### config.mk
export PLATFORM = sky130hd
export DESIGN_NAME = tcp_payload_extractor_top
export DESIGN_NICKNAME = d
export VERILOG_FILES = /design/src/hdl/tpe_pkg.sv /design/src/hdl/tpe_front.sv /design/src/hdl/tpe_queue.sv /design/src/hdl/tpe_back.sv /design/src/hdl/tcp_payload_extractor_top.sv
export SDC_FILE = /design/constraint.sdc
export NUM_CORES = 1
export LEC_CHECK = 0
export ABC_CLOCK_PERIOD_IN_PS = 12900
export BUFFER_PORTS_ARGS = -buffer_cell sky130_fd_sc_hd__buf_4
export CAP_MARGIN = 30
export CORE_ASPECT_RATIO = 0.75
export CORE_MARGIN = 4
export CORE_UTILIZATION = 60
export CTS_CLUSTER_SIZE = 10
export DETAILED_ROUTE_END_ITERATION = 8
export PLACE_DENSITY = 0.84
export SLEW_MARGIN = 30
export SYNTH_ARGS = -nofsm -noshare
export SYNTH_HDL_FRONTEND = slang
export SYNTH_SLANG_ARGS = --single-unit
### constraint.sdc
create_clock -name clock -period 12.9 [get_ports clock]
set_clock_uncertainty 0.15 [all_clocks]
set_input_delay 1.29 -clock clock [delete_from_list [all_inputs] [get_ports clock]]
set_output_delay 1.29 -clock clock [all_outputs]
set_load 0.005 [all_outputs]
### src/hdl/tpe_pkg.sv
// Package for the TCP payload extractor.
// Holds the item type passed between front, queue and back, and the header constants.
// No dependencies.
`default_nettype none

package tpe_pkg;

   // One payload item as it travels from the parser to the output register
   typedef struct packed {
      logic [7:0] payload_byte;
      logic       payload_last;
   } item_type;

   // A packet always spans at least this many bytes, even with a short length
   localparam logic [15:0] MIN_PACKET_BYTES = 16'd20;

   // The data offset nibble sits this many bytes past the end of the IP header
   localparam logic [6:0] TCP_OFFSET_BASE = 7'd12;

endpackage : tpe_pkg

`default_nettype wire

### src/hdl/tpe_front.sv
// Front end of the TCP payload extractor: per-packet parse state and payload classification.
// Depends on tpe_pkg.
`default_nettype none

module tpe_front (
   input  wire logic              clock,
   input  wire logic              reset,
   input  wire logic              accept,
   input  wire logic [7:0]        req_in_byte,
   input  wire logic              req_stream_start,
   output logic                   item_valid,
   output tpe_pkg::item_type      item
);
   import tpe_pkg::*;

   logic [15:0] position_ff, position_in;
   logic [15:0] length_ff, length_in;
   logic [3:0]  ihl_ff, ihl_in;
   logic [3:0]  doff_ff, doff_in;
   logic        seen_ff, seen_in;

   logic [15:0] pos_cur;
   logic [15:0] len_cur;
   logic [3:0]  ihl_cur;
   logic [3:0]  doff_cur;
   logic        seen_cur;
   logic [6:0]  offset_pos;
   logic        take_offset;
   logic [6:0]  header_len;
   logic [16:0] pos_next;
   logic [15:0] end_len;
   logic        packet_done;

   always_comb begin
      // A start flag drops all parse state before this byte is looked at
      pos_cur  = req_stream_start ? 16'd0 : position_ff;
      len_cur  = req_stream_start ? 16'd0 : length_ff;
      ihl_cur  = req_stream_start ? 4'd0  : ihl_ff;
      doff_cur = req_stream_start ? 4'd0  : doff_ff;
      seen_cur = req_stream_start ? 1'b0  : seen_ff;

      ihl_in    = ihl_cur;
      length_in = len_cur;
      if (pos_cur == 16'd0) begin
         ihl_in = req_in_byte[3:0];
      end else if (pos_cur == 16'd2) begin
         length_in = {req_in_byte, 8'h00};
      end else if (pos_cur == 16'd3) begin
         length_in = {len_cur[15:8], req_in_byte};
      end

      offset_pos  = {1'b0, ihl_in, 2'b00} + TCP_OFFSET_BASE;
      take_offset = !seen_cur && (pos_cur == {9'd0, offset_pos});
      doff_in     = take_offset ? req_in_byte[7:4] : doff_cur;
      seen_in     = seen_cur | take_offset;

      header_len = {1'b0, ihl_in, 2'b00} + {1'b0, doff_in, 2'b00};
      pos_next   = {1'b0, pos_cur} + 17'd1;

      item_valid = accept && seen_in && (pos_cur >= {9'd0, header_len})
                   && (pos_cur < length_in);
      item.payload_byte = req_in_byte;
      item.payload_last = (pos_next == {1'b0, length_in});

      end_len     = (length_in > MIN_PACKET_BYTES) ? length_in : MIN_PACKET_BYTES;
      packet_done = (pos_next >= {1'b0, end_len});
      position_in = pos_next[15:0];
      if (packet_done) begin
         position_in = 16'd0;
         length_in   = 16'd0;
         ihl_in      = 4'd0;
         doff_in     = 4'd0;
         seen_in     = 1'b0;
      end
   end

   always_ff @(posedge clock) begin
      if (reset) begin
         position_ff <= 16'd0;
         length_ff   <= 16'd0;
         ihl_ff      <= 4'd0;
         doff_ff     <= 4'd0;
         seen_ff     <= 1'b0;
      end else if (accept) begin
         position_ff <= position_in;
         length_ff   <= length_in;
         ihl_ff      <= ihl_in;
         doff_ff     <= doff_in;
         seen_ff     <= seen_in;
      end
   end

endmodule : tpe_front

`default_nettype wire

### src/hdl/tpe_queue.sv
// Short queue between the parser front end and the output stage.
// Depends on tpe_pkg.
`default_nettype none

module tpe_queue #(
   parameter int DEPTH = 4
) (
   input  wire logic              clock,
   input  wire logic              reset,
   input  wire logic              wr_en,
   input  wire tpe_pkg::item_type wr_item,
   input  wire logic              rd_en,
   output tpe_pkg::item_type      rd_item,
   output logic                   is_full,
   output logic                   is_empty
);
   import tpe_pkg::*;

   localparam int PTR_W = (DEPTH > 1) ? $clog2(DEPTH) : 1;
   localparam int CNT_W = $clog2(DEPTH + 1);
   localparam logic [PTR_W-1:0] LAST_SLOT = PTR_W'(DEPTH - 1);
   localparam logic [CNT_W-1:0] FULL_COUNT = CNT_W'(DEPTH);

   item_type         slots_ff [DEPTH];
   logic [PTR_W-1:0] wr_ptr_ff, wr_ptr_in;
   logic [PTR_W-1:0] rd_ptr_ff, rd_ptr_in;
   logic [CNT_W-1:0] count_ff, count_in;

   always_comb begin
      wr_ptr_in = wr_ptr_ff;
      rd_ptr_in = rd_ptr_ff;
      count_in  = count_ff;
      if (wr_en) begin
         wr_ptr_in = (wr_ptr_ff == LAST_SLOT) ? '0 : wr_ptr_ff + 1'b1;
      end
      if (rd_en) begin
         rd_ptr_in = (rd_ptr_ff == LAST_SLOT) ? '0 : rd_ptr_ff + 1'b1;
      end
      if (wr_en && !rd_en) begin
         count_in = count_ff + 1'b1;
      end else if (rd_en && !wr_en) begin
         count_in = count_ff - 1'b1;
      end
   end

   always_ff @(posedge clock) begin
      if (reset) begin
         wr_ptr_ff <= '0;
         rd_ptr_ff <= '0;
         count_ff  <= '0;
      end else begin
         wr_ptr_ff <= wr_ptr_in;
         rd_ptr_ff <= rd_ptr_in;
         count_ff  <= count_in;
      end
   end

   always_ff @(posedge clock) begin
      if (wr_en) begin
         slots_ff[wr_ptr_ff] <= wr_item;
      end
   end

   assign rd_item  = slots_ff[rd_ptr_ff];
   assign is_full  = (count_ff == FULL_COUNT);
   assign is_empty = (count_ff == '0);

endmodule : tpe_queue

`default_nettype wire

### src/hdl/tpe_back.sv
// Output stage of the TCP payload extractor: holds the oldest item for the consumer.
// Depends on tpe_pkg.
`default_nettype none

module tpe_back (
   input  wire logic              clock,
   input  wire logic              reset,
   input  wire logic              queue_empty,
   input  wire tpe_pkg::item_type queue_item,
   output logic                   queue_pop,
   input  wire logic              pop,
   output logic                   empty,
   output logic [7:0]             rsp_payload_byte,
   output logic                   rsp_payload_last
);
   import tpe_pkg::*;

   logic     valid_ff, valid_in;
   item_type hold_ff;

   always_comb begin
      // Refill when the register is free or being drained this cycle
      queue_pop = !queue_empty && (!valid_ff || pop);
      valid_in  = queue_pop || (valid_ff && !pop);
   end

   always_ff @(posedge clock) begin
      if (reset) begin
         valid_ff <= 1'b0;
      end else begin
         valid_ff <= valid_in;
      end
   end

   always_ff @(posedge clock) begin
      if (queue_pop) begin
         hold_ff <= queue_item;
      end
   end

   assign empty            = !valid_ff;
   assign rsp_payload_byte = hold_ff.payload_byte;
   assign rsp_payload_last = hold_ff.payload_last;

endmodule : tpe_back

`default_nettype wire

### src/hdl/tcp_payload_extractor_top.sv
// Top level of the TCP payload extractor: front end, item queue and output stage.
// Depends on tpe_pkg, tpe_front, tpe_queue and tpe_back.
`default_nettype none

// Extracts TCP payload bytes from a stream of back-to-back IPv4/TCP packets, one
// input byte per cycle sustained while full stays low. Each byte pushed is
// classified in the cycle it is accepted: byte 0 gives the IP header length (low
// nibble times 4), bytes 2 and 3 the big-endian total length, and the byte at IP
// header length plus 12 the TCP data offset. Bytes at or past both the combined
// header length and the data offset byte, and before the total length, come out
// as payload items, in stream order, with payload_last set on the byte at total
// length minus 1. A packet ends at its total length but never before byte 20, so
// a zero or short length cannot stall parsing; such packets, and packets whose
// headers reach past their length, give no payload. Setting req_stream_start
// restarts parsing with that byte as byte 0. Both sides look like a queue:
// push/full in, empty/pop out. A pushed payload byte passes through the queue,
// then the output register, before it shows on the result ports; the queue of
// QUEUE_DEPTH items plus the output register absorb consumer stalls, and full rises only when all of them hold items.
module tcp_payload_extractor_top #(
   parameter int QUEUE_DEPTH = 4
) (
   input  wire logic       clock,
   input  wire logic       reset,
   input  wire logic       push,
   output logic            full,
   input  wire logic [7:0] req_in_byte,
   input  wire logic       req_stream_start,
   output logic            empty,
   input  wire logic       pop,
   output logic [7:0]      rsp_payload_byte,
   output logic            rsp_payload_last
);
   import tpe_pkg::*;

   logic     accept;
   logic     front_valid;
   item_type front_item;
   item_type queue_item;
   logic     queue_full;
   logic     queue_empty;
   logic     queue_pop;

   // Take a byte only when the queue has room for its possible payload item
   assign full   = queue_full;
   assign accept = push && !queue_full;

   tpe_front u_front (
      .clock            (clock),
      .reset            (reset),
      .accept           (accept),
      .req_in_byte      (req_in_byte),
      .req_stream_start (req_stream_start),
      .item_valid       (front_valid),
      .item             (front_item)
   );

   // Decouple the parser from consumer stalls
   tpe_queue #(
      .DEPTH (QUEUE_DEPTH)
   ) u_queue (
      .clock    (clock),
      .reset    (reset),
      .wr_en    (front_valid),
      .wr_item  (front_item),
      .rd_en    (queue_pop),
      .rd_item  (queue_item),
      .is_full  (queue_full),
      .is_empty (queue_empty)
   );

   // Hold the oldest item on the result ports until popped
   tpe_back u_back (
      .clock            (clock),
      .reset            (reset),
      .queue_empty      (queue_empty),
      .queue_item       (queue_item),
      .queue_pop        (queue_pop),
      .pop              (pop),
      .empty            (empty),
      .rsp_payload_byte (rsp_payload_byte),
      .rsp_payload_last (rsp_payload_last)
   );

endmodule : tcp_payload_extractor_top

`default_nettype wire

# Word-level counts from Yosys, hierarchy flattened
# Memory sizes are Yosys's and may differ from the RTL's. A register that Yosys moved wholly into a read port is not among the register bits.
# Index checks and enable logic that the tools add are counted.
[word_totals]
ram_bits = 36
regBits = 49
n_memories = 1
latch_bits = 0
mem_bits_ro = 0
output_inout_bits = 11
wordCells = 72
[classes]
muxes = 22
shift = 0
mul = 0
eq_ne = 7
add_sub_neg = 7
n_div = 0
reduce_logical = 21
bitwise = 1
magnitude_cmp = 4
[mem_list]
columns = ["name", "words", "word_bits", "read_ports", "rd_clocked_by_memory_dff", "write_ports", "line_no", "text"]
rows = [
  ["u_queue.slots_ff", 4, 9, 1, 1, 1, "tpe_queue.sv:24", "item_type slots_ff [DEPTH];"],
]
[op_table]
columns = ["op", "count"]
rows = [
  ["16-bit two-way mux", 7],
  ["16-bit by 2-bit == test with 1-bit output, second input constant", 2],
  ["4-bit two-way mux", 6],
  ["16-bit by 1-bit adder with 17-bit output, second input constant", 1],
  ["17-bit by 16-bit == test with 1-bit output", 1],
  ["17-bit by 16-bit greater-or-equal comparator with 1-bit output", 1],
  ["16-bit by 7-bit == test with 1-bit output", 1],
  ["16-bit by 7-bit greater-or-equal comparator with 1-bit output", 1],
  ["16-bit by 5-bit greater-than comparator with 1-bit output, second input constant", 1],
  ["16-bit logical NOT", 1],
  ["16-bit less-than comparator", 1],
  ["1-bit logical AND", 9],
  ["8-bit two-way mux", 1],
  ["6-bit by 4-bit adder with 7-bit output, second input constant", 1],
  ["6-bit by 6-bit adder with 7-bit output", 1],
  ["1-bit logical NOT", 7],
  ["3-bit two-way mux", 2],
  ["2-bit by 1-bit adder with 2-bit output, second input constant", 2],
  ["2-bit == test, second input constant", 2],
  ["1-bit two-way mux", 4],
  ["2-bit two-way mux", 2],
  ["3-bit by 1-bit adder with 3-bit output, second input constant", 1],
  ["3-bit == test, second input constant", 1],
  ["3-bit logical NOT", 1],
  ["4 further kinds", 5],
]

# Depth between registers and ports, before layout
# Gate-level depths: netlist of run 1.
[logic_depth]
word_depth = 15
depth_mapped = 37

# Hierarchy
# From an unflattened synthesis of run 1, not the netlist that was laid out.
[hier_totals]
hier_cells = 601
hier_area_um2 = 6034.5
[by_module_without_submodules]
columns = ["mod", "cells_per_inst", "seq_area_each_um2", "instances", "area_each_um2"]
rows = [
  ["tpe_front", 495, 820.8, 1, 3965.1],
  ["tpe_queue", 91, 1261.2, 1, 1740.4],
  ["tpe_back", 14, 290.3, 1, 315.3],
  ["tcp_payload_extractor_top", 1, 0.0, 1, 13.8],
]

# Least setup slack after synthesis of run 1
# No wires, ideal clock.
[synth_path]
path_kind = "in2reg"
from = "input req_stream_start"
to = "register u_queue.count_ff[2]"
required_ns = 12.680
path_buffers = 5
arrival_ns = 7.744
setup_slack_ns = 4.936
path_stages = 35
path_cell_list = "buf_2 inv_1 buf_1 buf_1 nand2_1 ha_1 o211ai_1 or2_0 buf_2 a31o_2 inv_1 ha_1 xnor2_1 or4b_1 a211oi_2 nand4_1 buf_2 o21ai_0 ha_1 inv_1 fa_1 xor2_1 ha_1 nand2_1 a21oi_1 a2111oi_0 o21ai_0 nand4b_1 a21oi_2 ha_1 inv_1 fa_1 xor2_1 or3_1 a21oi_1"
[synth_between]
elab_chain_len = 14
elab_cells_between_ends = 29
[synth_rtl]
columns = ["element", "line_no", "text"]
rows = [
  ["start: declaration", "tcp_payload_extractor_top.sv:27", "input wire logic req_stream_start,"],
  ["16-bit two-way mux", "tpe_front.sv:36", "pos_cur = req_stream_start ? 16'd0 : position_ff;"],
  ["16-bit logical NOT", "tpe_front.sv:44", "if (pos_cur == 16'd0) begin"],
  ["4-bit two-way mux", "tpe_front.sv:44", ""],
  ["6-bit by 4-bit adder with 7-bit output", "tpe_front.sv:52", "offset_pos = {1'b0, ihl_in, 2'b00} + TCP_OFFSET_BASE;"],
  ["16-bit by 7-bit == test with 1-bit output", "tpe_front.sv:53", "take_offset = !seen_cur && (pos_cur == {9'd0, offset_pos});"],
  ["1-bit logical AND", "tpe_front.sv:53", ""],
  ["4-bit two-way mux", "tpe_front.sv:54", "doff_in = take_offset ? req_in_byte[7:4] : doff_cur;"],
  ["6-bit by 6-bit adder with 7-bit output", "tpe_front.sv:57", "header_len = {1'b0, ihl_in, 2'b00} + {1'b0, doff_in, 2'b00};"],
  ["16-bit by 7-bit greater-or-equal comparator with 1-bit output", "tpe_front.sv:60", "item_valid = accept && seen_in && (pos_cur >= {9'd0, header_len})"],
  ["1-bit logical AND", "tpe_front.sv:60", ""],
  ["1-bit logical AND (*)", "tpe_front.sv:61", "&& (pos_cur < length_in);"],
  ["net front_valid", "tcp_payload_extractor_top.sv:36", "logic front_valid;"],
  ["1-bit logical NOT", "tpe_queue.sv:41", "end else if (rd_en && !wr_en) begin"],
  ["1-bit logical AND", "tpe_queue.sv:41", ""],
  ["2-bit nonzero test (no line)", "--", ""],
  ["end signal: assignment", "tpe_queue.sv:54", "count_ff <= count_in;"],
  ["end: declaration", "tpe_queue.sv:27", "logic [CNT_W-1:0] count_ff, count_in;"],
]
# Mark *: on every way through the listed nets, which the timed path passes. The rest lies on a longest branch.
# A chain may end at the register's enable or synchronous reset.

# Worst setup path in the final report of run 1
# Ends and elaborated chain as after synthesis.

==> results.ini, run 1 <==
[run_status]
status = complete, no violations

[pwr]
leakagePower_nw = 2.55
finalPower_uw = 809
irDropWorstVdd_mv = 0.0776
power_density_nw_per_um2 = 120

[sta]
worst_pin_slew_ps = 908
drv_slew = 0
grt_setup_unrepaired = no
final-setup-viol-count = 0
finalHoldViolCount = 0
max_freq_mhz = 118
layout_min_cycle_time_ps = 8490
finalSetupTns_ps = 0
slew_headroom_pct = 39.5
holdWs_ps = 307
fin_crit_sh_pct = 65.9

[routing]
ant_nets = 0
dr.pass1.iters = 6
first_iter_violations = 567
via_count = 5337
drc = 0
dr_wl_met3_mm = 1.40
routedWlPerCell_um = 20.8
wl_met1_mm = 7.66
viasPerCell = 6.54
drt_wl_total_mm = 17.0
wl_met2_mm = 7.56
top_layer = met4

[critical_path]
worstSetupEndpoint = u_queue.count_ff[2]$_SDFFE_PP0P_
arrival_ps = 8620
startpoint = req_stream_start
rr_endpoint = u_queue.count_ff[2]$_SDFFE_PP0P_
crit_path_start_kind = primary input
reg2reg_depth = 28
crit_type = primary input to flop
r2r-start = u_front.position_ff[4]$_SDFFE_PP0P_
crit_path_end_kind = flop
crit_fanout = 42
reg2reg_slack_ps = 5690
slowest_delay_ps = 490
required_ps = 13020
crit_top_cell = ha_1
cp_slowest_cell = or3b_2

[min_path]
holdCritPathClass = flop to flop

[global_routing]
antenna_found_initial = 0
first_global_vias = 5072
grt_pass1_wl_mm = 27.1
grt_usage_pct = 28.6
overflow = 0
grt_max_degree = 52

[clock_network]
htree_levels = 3
path_clk_slew_ps = 70
insertion_delay_ps = 350
numCtsBuffers = 9
postCtsSetupBuffers = 0
cts_tree = built
cts_resized = 0
cts_root_buffer = clkbuf_16
cts_buffer_depth = 2
hold_buffers = 0
clock-sinks = 94

[yosys]
synthArstFlopShare_pct = 0
synth_cells = 676
synth-edff-count = 45
synth_fp_nets = 742
syn-cell-area_um2 = 6220
ys.flop_type = dfxtp_1
ys_ff_latch = 94
ys_seq_area_share_pct = 37.5
syn_avg_cell_area_um2 = 9.20
ys_warn_count = 0
ys_types = 70

[final_layout]
nFillCells = 797
area_delta_synth_final_pct = 8.71
drive_gt1_share_pct = 11.3
multi_input_area_um2 = 3590
nets = 745
final-seq-area_um2 = 2330
fin_util_pct = 68.3
final_cells = 816
antennaDiodeCount = 0

[floorplanning]
core_area_um2 = 9890
start_util_pct = 62.9
fp-row-count = 31
design.die.area_um2 = 12100
ios = 24
die_width_um = 126
die_h_um = 96.2

[place]
gp_congestion = 0.990
dp.cells = 800
io_buffers = 23
detailed_place_hpwl_mm = 12.5

[run]
maxCapViolCount = 0

==> how the worst min path moves through the flow <==
stage                                      start                                end  slack [ps]  cells past startpoint
2_1_floorplan  u_front.length_ff[1]$_SDFFE_PP0P_  u_front.length_ff[1]$_SDFFE_PP0P_         280                      2
3_3_place_gp   u_front.length_ff[0]$_SDFFE_PP0P_  u_front.length_ff[0]$_SDFFE_PP0P_         300                      2
3_5_place_dp   u_front.length_ff[3]$_SDFFE_PP0P_  u_front.length_ff[3]$_SDFFE_PP0P_         300                      2
4_1_cts        u_front.length_ff[3]$_SDFFE_PP0P_  u_front.length_ff[3]$_SDFFE_PP0P_         310                      2
5_1_grt        u_front.length_ff[3]$_SDFFE_PP0P_  u_front.length_ff[3]$_SDFFE_PP0P_         330                      2
6_report       u_front.length_ff[3]$_SDFFE_PP0P_  u_front.length_ff[3]$_SDFFE_PP0P_         310                      2
==> cell families (layout without fill, tap and decap cells) <==
kind of cell / Yosys count / count (layout) / synth area share, %
adder cells (fa/ha/maj): 53 / 53 / 10.9
AND/OR/NAND/NOR: 244 / 244 / 20.8
AO/OA/AOI/OAI: 167 / 167 / 17.9
multiplexers: 14 / 14 / 4.09
buffers and inverters: 76 / 84 / 4.89
flip-flops: 94 / 94 / 37.5
XOR/XNOR: 28 / 28 / 3.94
==> metrics by stage <==
step / worst slack (ps) / area, µm²
floorplan: 4940 / 6220
global placement: 4500 / 6450
detailed placement: 4140 / 6460
CTS: 4510 / 6760
global route: 3870 / 6760
finish: 4410 / 6760
==> cell usage in the layout (no fill, tap or decap), types with 6 or more instances in the layout <==
| cell type | count |
|---|---|
| o21ai_0 | 21 |
| nand2b_1 | 6 |
| o211ai_1 | 13 |
| nand2_1 | 49 |
| nand3_1 | 48 |
| dfxtp_1 | 49 |
| a21o_1 | 10 |
| xor2_1 | 13 |
| a31oi_1 | 11 |
| a21oi_1 | 56 |
| inv_1 | 39 |
| mux4_2 | 9 |
| nand4_1 | 8 |
| ha_1 | 51 |
| a22oi_1 | 12 |
| nor3_1 | 17 |
| and2_1 | 17 |
| buf_4 | 29 |
| edfxtp_1 | 45 |
| clkbuf_16 | 9 |
| xnor2_1 | 15 |
| nor2b_1 | 11 |
| nor2_1 | 51 |
==> sequential cells by signal (all words and copies together) (netlist names) <==
register and cells:
u_back.rsp_payload_byte 8, u_back.rsp_payload_last 1, u_back.valid_ff 1, u_front.doff_ff 4, u_front.ihl_ff 4, u_front.length_ff 16, u_front.position_ff 16, u_front.seen_ff 1
u_queue.count_ff 3, u_queue.rd_ptr_ff 2, u_queue.slots_ff 36, u_queue.wr_ptr_ff 2
==> synthesized netlist by cell type, types with 6 or more instances <==
| cell | count | area, µm² |
|---|---|---|
| xor2_1 | 13 | 114 |
| mux4_2 | 9 | 203 |
| ha_1 | 51 | 638 |
| nand2_1 | 49 | 184 |
| dfxtp_1 | 49 | 981 |
| nor2_1 | 51 | 191 |
| edfxtp_1 | 45 | 1350 |
| and2_1 | 17 | 106 |
| o21ai_0 | 21 | 105 |
| a31oi_1 | 11 | 68.8 |
| a21o_1 | 10 | 75.1 |
| inv_1 | 39 | 146 |
| nand4_1 | 8 | 50.1 |
| xnor2_1 | 15 | 131 |
| buf_2 | 6 | 30.0 |
| a22oi_1 | 12 | 90.1 |
| nor3_1 | 17 | 85.1 |
| o211ai_1 | 13 | 97.6 |
| clkbuf_1 | 20 | 75.1 |
| buf_1 | 9 | 33.8 |
| nand3_1 | 48 | 240 |
| nand2b_1 | 7 | 43.8 |
| nor2b_1 | 12 | 75.1 |
| a21oi_1 | 57 | 285 |
==> layout make-up <==
type	count	area share (%)
clock buffers	9	3.33
clock inverters	7	1.15
inverters	39	2.17
multi-input cells	506	53.2
flip-flops and latches	94	34.5
well taps	132	2.44
repair buffers	29	3.22
==> where the power goes <==
group	total [mW]	switching, mW	leakage, nW	internal, mW
Sequential	0.372	0.0269	0.808	0.345
Clock	0.268	0.131	0.144	0.137
Combinational	0.169	0.0913	1.60	0.0780
==> routing by layer <==
metal / vias to the layer above / GRT usage (%)
met5: - / 0
met4: 0 / 8.75
met3: 35 / 5.27
met2: 261 / 45.6
met1: 2548 / 40.1
li1: 2493 / -
==> worst max-delay path: cells and delay by family <==
kind / cells / cell delay (ps)
XOR/XNOR: 2 / 350
multiplexers: 1 / 200
AND/OR/NAND/NOR: 7 / 2000
adder cells (fa/ha/maj): 7 / 2090
AO/OA/AOI/OAI: 10 / 1800
buffers and inverters: 5 / 850
Power figures use the tool's default switching activity.
==> run 2: changes to the inputs <==
--- a/config.mk
+++ b/config.mk
@@ -5,7 +5,7 @@
 export SDC_FILE = /design/constraint.sdc
 export NUM_CORES = 1
 export LEC_CHECK = 0
-export ABC_CLOCK_PERIOD_IN_PS = 12900
+export ABC_CLOCK_PERIOD_IN_PS = 8800
 export BUFFER_PORTS_ARGS = -buffer_cell sky130_fd_sc_hd__buf_4
 export CAP_MARGIN = 30
 export CORE_ASPECT_RATIO = 0.75
==> constraint.sdc (replaced) <==
create_clock -name clock -period 8.8 [get_ports clock]
set_clock_uncertainty 0.15 [all_clocks]
set_input_delay 0.88 -clock clock [delete_from_list [all_inputs] [get_ports clock]]
set_output_delay 0.88 -clock clock [all_outputs]
set_load 0.005 [all_outputs]
==> run 2 against run 1 <==
  * Cell count down 0.25%
  * Register-to-register slack worse by 4200 ps
  * Sequential power up 47%
  * Power up 52%
  * Cell area up 0.41%
  * Sequential share of layout area down 0.14 points
  * Combinational power up 46%
  * Highest routed layer unchanged
==> results.ini, run 2 (synthesis gave the netlist of run 1 again) <==
[routing]
dr.pass1.iters = 6  ; unchanged
drt_wl_total_mm = 17.4  ; +2.8%
ant_nets = 0  ; unchanged
viasPerCell = 6.70  ; +2.4%
routedWlPerCell_um = 21.4  ; +3.1%
drc = 0  ; unchanged
first_iter_violations = 673  ; +19%
via_count = 5450  ; +2.1%

[place]
detailed_place_hpwl_mm = 12.5  ; +0.17%
gp_congestion = 0.990  ; about the same
preCtsSetupSlack_ps = 651  ; -3490 ps
dp.cells = 798  ; -0.25%
io_buffers = 23  ; unchanged
placed_area_um2 = 6440  ; -0.17%

[clock_network]
numCtsBuffers = 9  ; unchanged
cts_resized = 0  ; unchanged
postCtsSetupBuffers = 0  ; unchanged
cts_root_buffer = clkbuf_16
cts_tree = built
htree_levels = 3  ; unchanged
hold_buffers = 0  ; unchanged
clock-sinks = 94  ; unchanged
cts_buffer_depth = 2  ; unchanged
path_clk_slew_ps = 70  ; about the same
insertion_delay_ps = 350  ; about the same

[critical_path]
r2r-start = u_front.position_ff[4]$_SDFFE_PP0P_
worstSetupEndpoint = u_queue.count_ff[2]$_SDFFE_PP0P_
cp_slowest_cell = or4b_1
crit_buf_inv = 5  ; unchanged
crit_path_start_kind = primary input
worst-path-stages = 31  ; -3.1%
reg2reg_depth = 28  ; unchanged
arrival_ps = 8150  ; -470 ps
slowest_delay_ps = 520  ; +30 ps
rr_endpoint = u_queue.count_ff[2]$_SDFFE_PP0P_
required_ps = 8930  ; -4090 ps
cp_top_family = adder cells
startpoint = req_stream_start
reg2reg_slack_ps = 1480  ; -4210 ps
crit_top_cell = ha_1
crit_type = primary input to flop
crit_path_end_kind = flop
crit_fanout = 42  ; unchanged

[final_layout]
antennaDiodeCount = 0  ; unchanged
final_cell_mix = a21oi_1, nor2_1, ha_1
largest_reg_flops = 36  ; unchanged
final_cells = 814  ; -0.25%
final_area_um2 = 6790  ; +0.41%
drive_gt1_share_pct = 11.0  ; -0.26 points
reg_top3 = u_queue.slots_ff x36, u_front.length_ff x16, u_front.position_ff x16
final_common_cell = a21oi_1
area_delta_synth_final_pct = 9.16
regMostFlops = u_queue.slots_ff
fin_util_pct = 68.6  ; +0.28 points
nets = 743  ; -0.27%

[sta]
slew_headroom_pct = 40.0  ; +0.53 points
grt_setup_unrepaired = no
final-setup-viol-count = 0  ; unchanged
fin_crit_sh_pct = 91.1
drv_slew = 0  ; unchanged
max_freq_mhz = 125
finalSetupTns_ps = 0  ; unchanged
worst_pin_slew_ps = 900  ; -7.93 ps
setup_slack_ps = 781  ; -3620 ps
layout_min_cycle_time_ps = 8020
finalHoldViolCount = 0  ; unchanged

[global_routing]
grt_max_degree = 52  ; unchanged
antenna_found_initial = 0  ; unchanged
grt_pass1_wl_mm = 27.6  ; +1.9%
overflow = 0  ; unchanged
grt_usage_pct = 29.5  ; +0.84 points
first_global_vias = 5140  ; +1.3%

[pwr]
seqPwrFrac_pct = 44.4  ; -1.5 points
comb_power_share_pct = 20.0  ; -0.9 points
irDropWorstVdd_mv = 0.142  ; +83%
p_clk_share_pct = 35.6  ; +2.4 points
power_density_nw_per_um2 = 181  ; +52%
intPower_uw = 875  ; +56%
swShare_pct = 29.0  ; -1.8 points
p_sw_uw = 357  ; +43%
leakagePower_nw = 2.56  ; +0.40%

[floorplanning]
die_width_um = 126  ; unchanged
core_area_um2 = 9890  ; unchanged
design.die.area_um2 = 12100  ; unchanged
ios = 24  ; unchanged
start_util_pct = 62.9  ; unchanged
fp-row-count = 31  ; unchanged
die_h_um = 96.2  ; unchanged

[run]
maxCapViolCount = 0  ; unchanged

[run_status]
status = complete, no violations

[min_path]
holdCritPathClass = flop to flop

## run 2: per-stage QoR
stage / total power [mW] / hold WS [ps]
floorplan: 0.698 / 282
detailed placement: 0.797 / 297
finish: 1.23 / 315
global placement: 0.777 / 291
CTS: 1.23 / 307
global route: 1.28 / 329
## run 2: how the worst min path moves through the flow
stage | startpoint | to | cells after the start
global route | u_front.length_ff[1]$_SDFFE_PP0P_ | u_front.length_ff[1]$_SDFFE_PP0P_ | 2
detailed placement | u_front.length_ff[1]$_SDFFE_PP0P_ | u_front.length_ff[1]$_SDFFE_PP0P_ | 2
CTS | u_front.length_ff[1]$_SDFFE_PP0P_ | u_front.length_ff[1]$_SDFFE_PP0P_ | 2
floorplan | u_front.length_ff[1]$_SDFFE_PP0P_ | u_front.length_ff[1]$_SDFFE_PP0P_ | 2
finish | u_front.length_ff[2]$_SDFFE_PP0P_ | u_front.length_ff[2]$_SDFFE_PP0P_ | 2
global placement | u_front.length_ff[4]$_SDFFE_PP0P_ | u_front.length_ff[4]$_SDFFE_PP0P_ | 2
## run 2: final cells by class
type                            count  area, µm²
Clock inverter                      4       57.6
Fill cell                         760       3100
Timing Repair Buffer               27        203
Clock buffer                       12        279
Tap cell                          132        165
Inverter                           39        146
Multi-Input combinational cell    506       3600
Sequential cell                    94       2330
## run 2: worst reg2reg max path: cells and delay by family, from the launching register on
| family | cells | cell delay [ps] |
|---|---|---|
| AOI/OAI and AO/OA | 9 | 1890 |
| DFF | 1 | 430 |
| buffers and inverters | 3 | 190 |
| xor gates and xnor gates | 3 | 490 |
| adders and majority gates | 6 | 1790 |
| and+or+nand+nor | 7 | 2320 |
## run 2: layer usage
layer	share of wire, %	GRT usage [%]	routed length (µm)
met1	44	39.8	7590
met2	45	47.4	7930
met3	8.4	6.10	1460
met4	2.6	10.7	450
met5	0	0	0
## run 2: power groups by stage
stage	Sequential, mW	Combinational [mW]	Clock [mW]
after detailed placement	0.555	0.242	0
after CTS	0.546	0.244	0.441
after global routing	0.553	0.269	0.460
final	0.547	0.247	0.438
after global placement	0.550	0.227	0
after floorplan	0.535	0.162	0
==> run 3: changes to the inputs <==
--- a/config.mk
+++ b/config.mk
@@ -9,11 +9,12 @@
 export BUFFER_PORTS_ARGS = -buffer_cell sky130_fd_sc_hd__buf_4
 export CAP_MARGIN = 30
 export CORE_ASPECT_RATIO = 0.75
-export CORE_MARGIN = 4
 export CORE_UTILIZATION = 60
 export CTS_CLUSTER_SIZE = 10
 export DETAILED_ROUTE_END_ITERATION = 8
+export MAX_ROUTING_LAYER = met4
 export PLACE_DENSITY = 0.84
+export SKIP_CTS_REPAIR_TIMING = 1
 export SLEW_MARGIN = 30
 export SYNTH_ARGS = -nofsm -noshare
 export SYNTH_HDL_FRONTEND = slang
==> run 3 against run 2 <==
  * Critical path type unchanged
  * Largest power group unchanged
  * Non-clock buffer count increased by 1
  * First-iteration DRC count decreased by 17%
  * Via count decreased by 1.7%
  * Sequential share of layout area increased by 0.16 points
  * Global-route usage increased by 4.6 points
  * Flip-flop and latch count unchanged
  * Cell count increased by 0.12%
  * Clock power decreased by 6.8%
  * Register-to-register slack got worse by 70 ps
  * Highest routed layer unchanged
  * Hold slack improved by 2.8 ps
  * Maximum frequency decreased by 1.4%
  * Sequential power decreased by 0.7%
==> results.ini, run 3 (synthesis gave the netlist of run 1 again) <==
[run_status]
status = complete, no violations

[floorplanning]
design.die.area_um2 = 10800  ; -11%
core_area_um2 = 9850  ; -0.39%
die_width_um = 120  ; -4.8%
die_h_um = 90.2  ; -6.2%
fp-row-count = 31  ; unchanged
start_util_pct = 63.1  ; +0.25 points
ios = 24  ; unchanged

[place]
preCtsSetupSlack_ps = 486  ; -165 ps
gp_congestion = 0.948  ; -4.2%
io_buffers = 23  ; unchanged
detailed_place_hpwl_mm = 12.5  ; -0.33%

[critical_path]
crit_buf_inv = 5  ; unchanged
crit_fanout = 42  ; unchanged
slowest_delay_ps = 510  ; about the same
crit_path_end_kind = flop
required_ps = 8920  ; about the same
crit_top_cell = ha_1
crit_path_start_kind = primary input
arrival_ps = 8250  ; +100 ps
reg2reg_depth = 28  ; unchanged
crit_type = primary input to flop
cp_top_family = simple AND/OR/NAND/NOR gates
worst-path-stages = 31  ; unchanged
cp_slowest_cell = or4b_1

[routing]
routedWlPerCell_um = 21.2  ; -1.2%
dr.pass1.iters = 5  ; -1
via_count = 5359  ; -1.7%
ant_nets = 0  ; unchanged
viasPerCell = 6.58  ; -1.8%
drt_wl_total_mm = 17.2  ; -1.1%
first_iter_violations = 557  ; -17%
drc = 0  ; unchanged

[sta]
finalSetupTns_ps = 0  ; unchanged
worst_pin_slew_ps = 915  ; +15.2 ps
final-setup-viol-count = 0  ; unchanged
drv_slew = 0  ; unchanged
holdWs_ps = 318  ; +2.83 ps
max_freq_mhz = 123  ; -1.4%
slew_headroom_pct = 38.9  ; -1.1 points
grt_setup_unrepaired = no
fin_crit_sh_pct = 92.4  ; +1.3 points
finalHoldViolCount = 0  ; unchanged
setup_slack_ps = 665  ; -116 ps
layout_min_cycle_time_ps = 8140  ; +116 ps

[final_layout]
antennaDiodeCount = 0  ; unchanged
largest_reg_flops = 36  ; unchanged
drive_gt1_share_pct = 11.1  ; +0.13 points
area_delta_synth_final_pct = 8.65
nets = 744  ; +0.13%
final_cell_mix = a21oi_1, nor2_1, ha_1
regMostFlops = u_queue.slots_ff
reg_top3 = u_queue.slots_ff x36, u_front.length_ff x16, u_front.position_ff x16
fin_util_pct = 68.6  ; about the same
final_common_cell = a21oi_1

[clock_network]
cts_buffer_depth = 2  ; unchanged
numCtsBuffers = 9  ; unchanged
htree_levels = 3  ; unchanged
path_clk_slew_ps = 80  ; about the same
cts_tree = built
insertion_delay_ps = 340  ; about the same
clock-sinks = 94  ; unchanged
cts_root_buffer = clkbuf_16

[global_routing]
first_global_vias = 5047  ; -1.8%
overflow = 0  ; unchanged
antenna_found_initial = 0  ; unchanged
grt_pass1_wl_mm = 27.1  ; -1.8%
grt_usage_pct = 34.1  ; +4.6 points
grt_max_degree = 52  ; unchanged

[pwr]
p_sw_uw = 354  ; -0.75%
seqPwrFrac_pct = 45.3  ; +0.9 points
swShare_pct = 29.5  ; +0.57 points
finalPower_mw = 1.20  ; -2.7%
power_density_nw_per_um2 = 177  ; -2.2%
intPower_uw = 845  ; -3.5%
irDropWorstVdd_mv = 0.127  ; -11%
comb_power_share_pct = 20.7  ; +0.7 points
leakagePower_nw = 2.55  ; -0.49%
p_clk_share_pct = 34.0  ; -1.6 points

[min_path]
min_path_cells = 2  ; unchanged
holdCritPathClass = flop to flop

[run]
maxCapViolCount = 0  ; unchanged

run 3: power by group through the flow:
stage / Combinational [mW] / Clock [mW] / Sequential (mW)
finish: 0.248 / 0.408 / 0.543
global route: 0.270 / 0.427 / 0.548
CTS: 0.246 / 0.411 / 0.543
detailed placement: 0.244 / 0 / 0.553
global placement: 0.233 / 0 / 0.550
floorplan: 0.162 / 0 / 0.535
run 3: final cells by class:
type	count	area, µm²
clock inverters	7	81.3
clock buffers	9	225
fillers	793	3100
flip-flops and latches	94	2330
inverters	39	146
well taps	132	165
multi-input cells	506	3590
repair buffers	28	210
run 3: worst paths after layout:
kind | to | start | slack [ps]
hold reg to reg | u_front.length_ff[3]$_SDFFE_PP0P_ | u_front.length_ff[3]$_SDFFE_PP0P_ | 320
setup / recovery | u_queue.count_ff[2]$_SDFFE_PP0P_ | req_stream_start | 660
setup reg to reg | u_queue.count_ff[2]$_SDFFE_PP0P_ | u_front.position_ff[4]$_SDFFE_PP0P_ | 1410
hold / removal | u_front.length_ff[3]$_SDFFE_PP0P_ | u_front.length_ff[3]$_SDFFE_PP0P_ | 320
run 3: worst register-to-register path: cells and delay by family, from the launching register on:
kind	cells	cell delay [ps]
buffers and inverters	3	180
adder cells (fa/ha/maj)	6	1780
XOR/XNOR	3	480
flip-flops	1	430
AND/OR/NAND/NOR	7	2380
AO/OA/AOI/OAI	9	1900
run 3: metrics by stage:
step           area [µm²]  instances
2_1_floorplan        6220        676
4_1_cts              6760        815
3_3_place_gp         6440        799
6_report             6760        815
5_1_grt              6760        815
3_5_place_dp         6450        799
run 3: layer usage:
metal | share of wire [%] | global-route usage [%] | routed length (µm) | up-vias
met5 | 0 | - | 0 | -
met4 | 2.3 | 11.4 | 398 | 0
met3 | 9.8 | 6.15 | 1690 | 37
met2 | 44 | 50.7 | 7640 | 308
met1 | 44 | 46.9 | 7510 | 2526
li1 | - | - | - | 2488
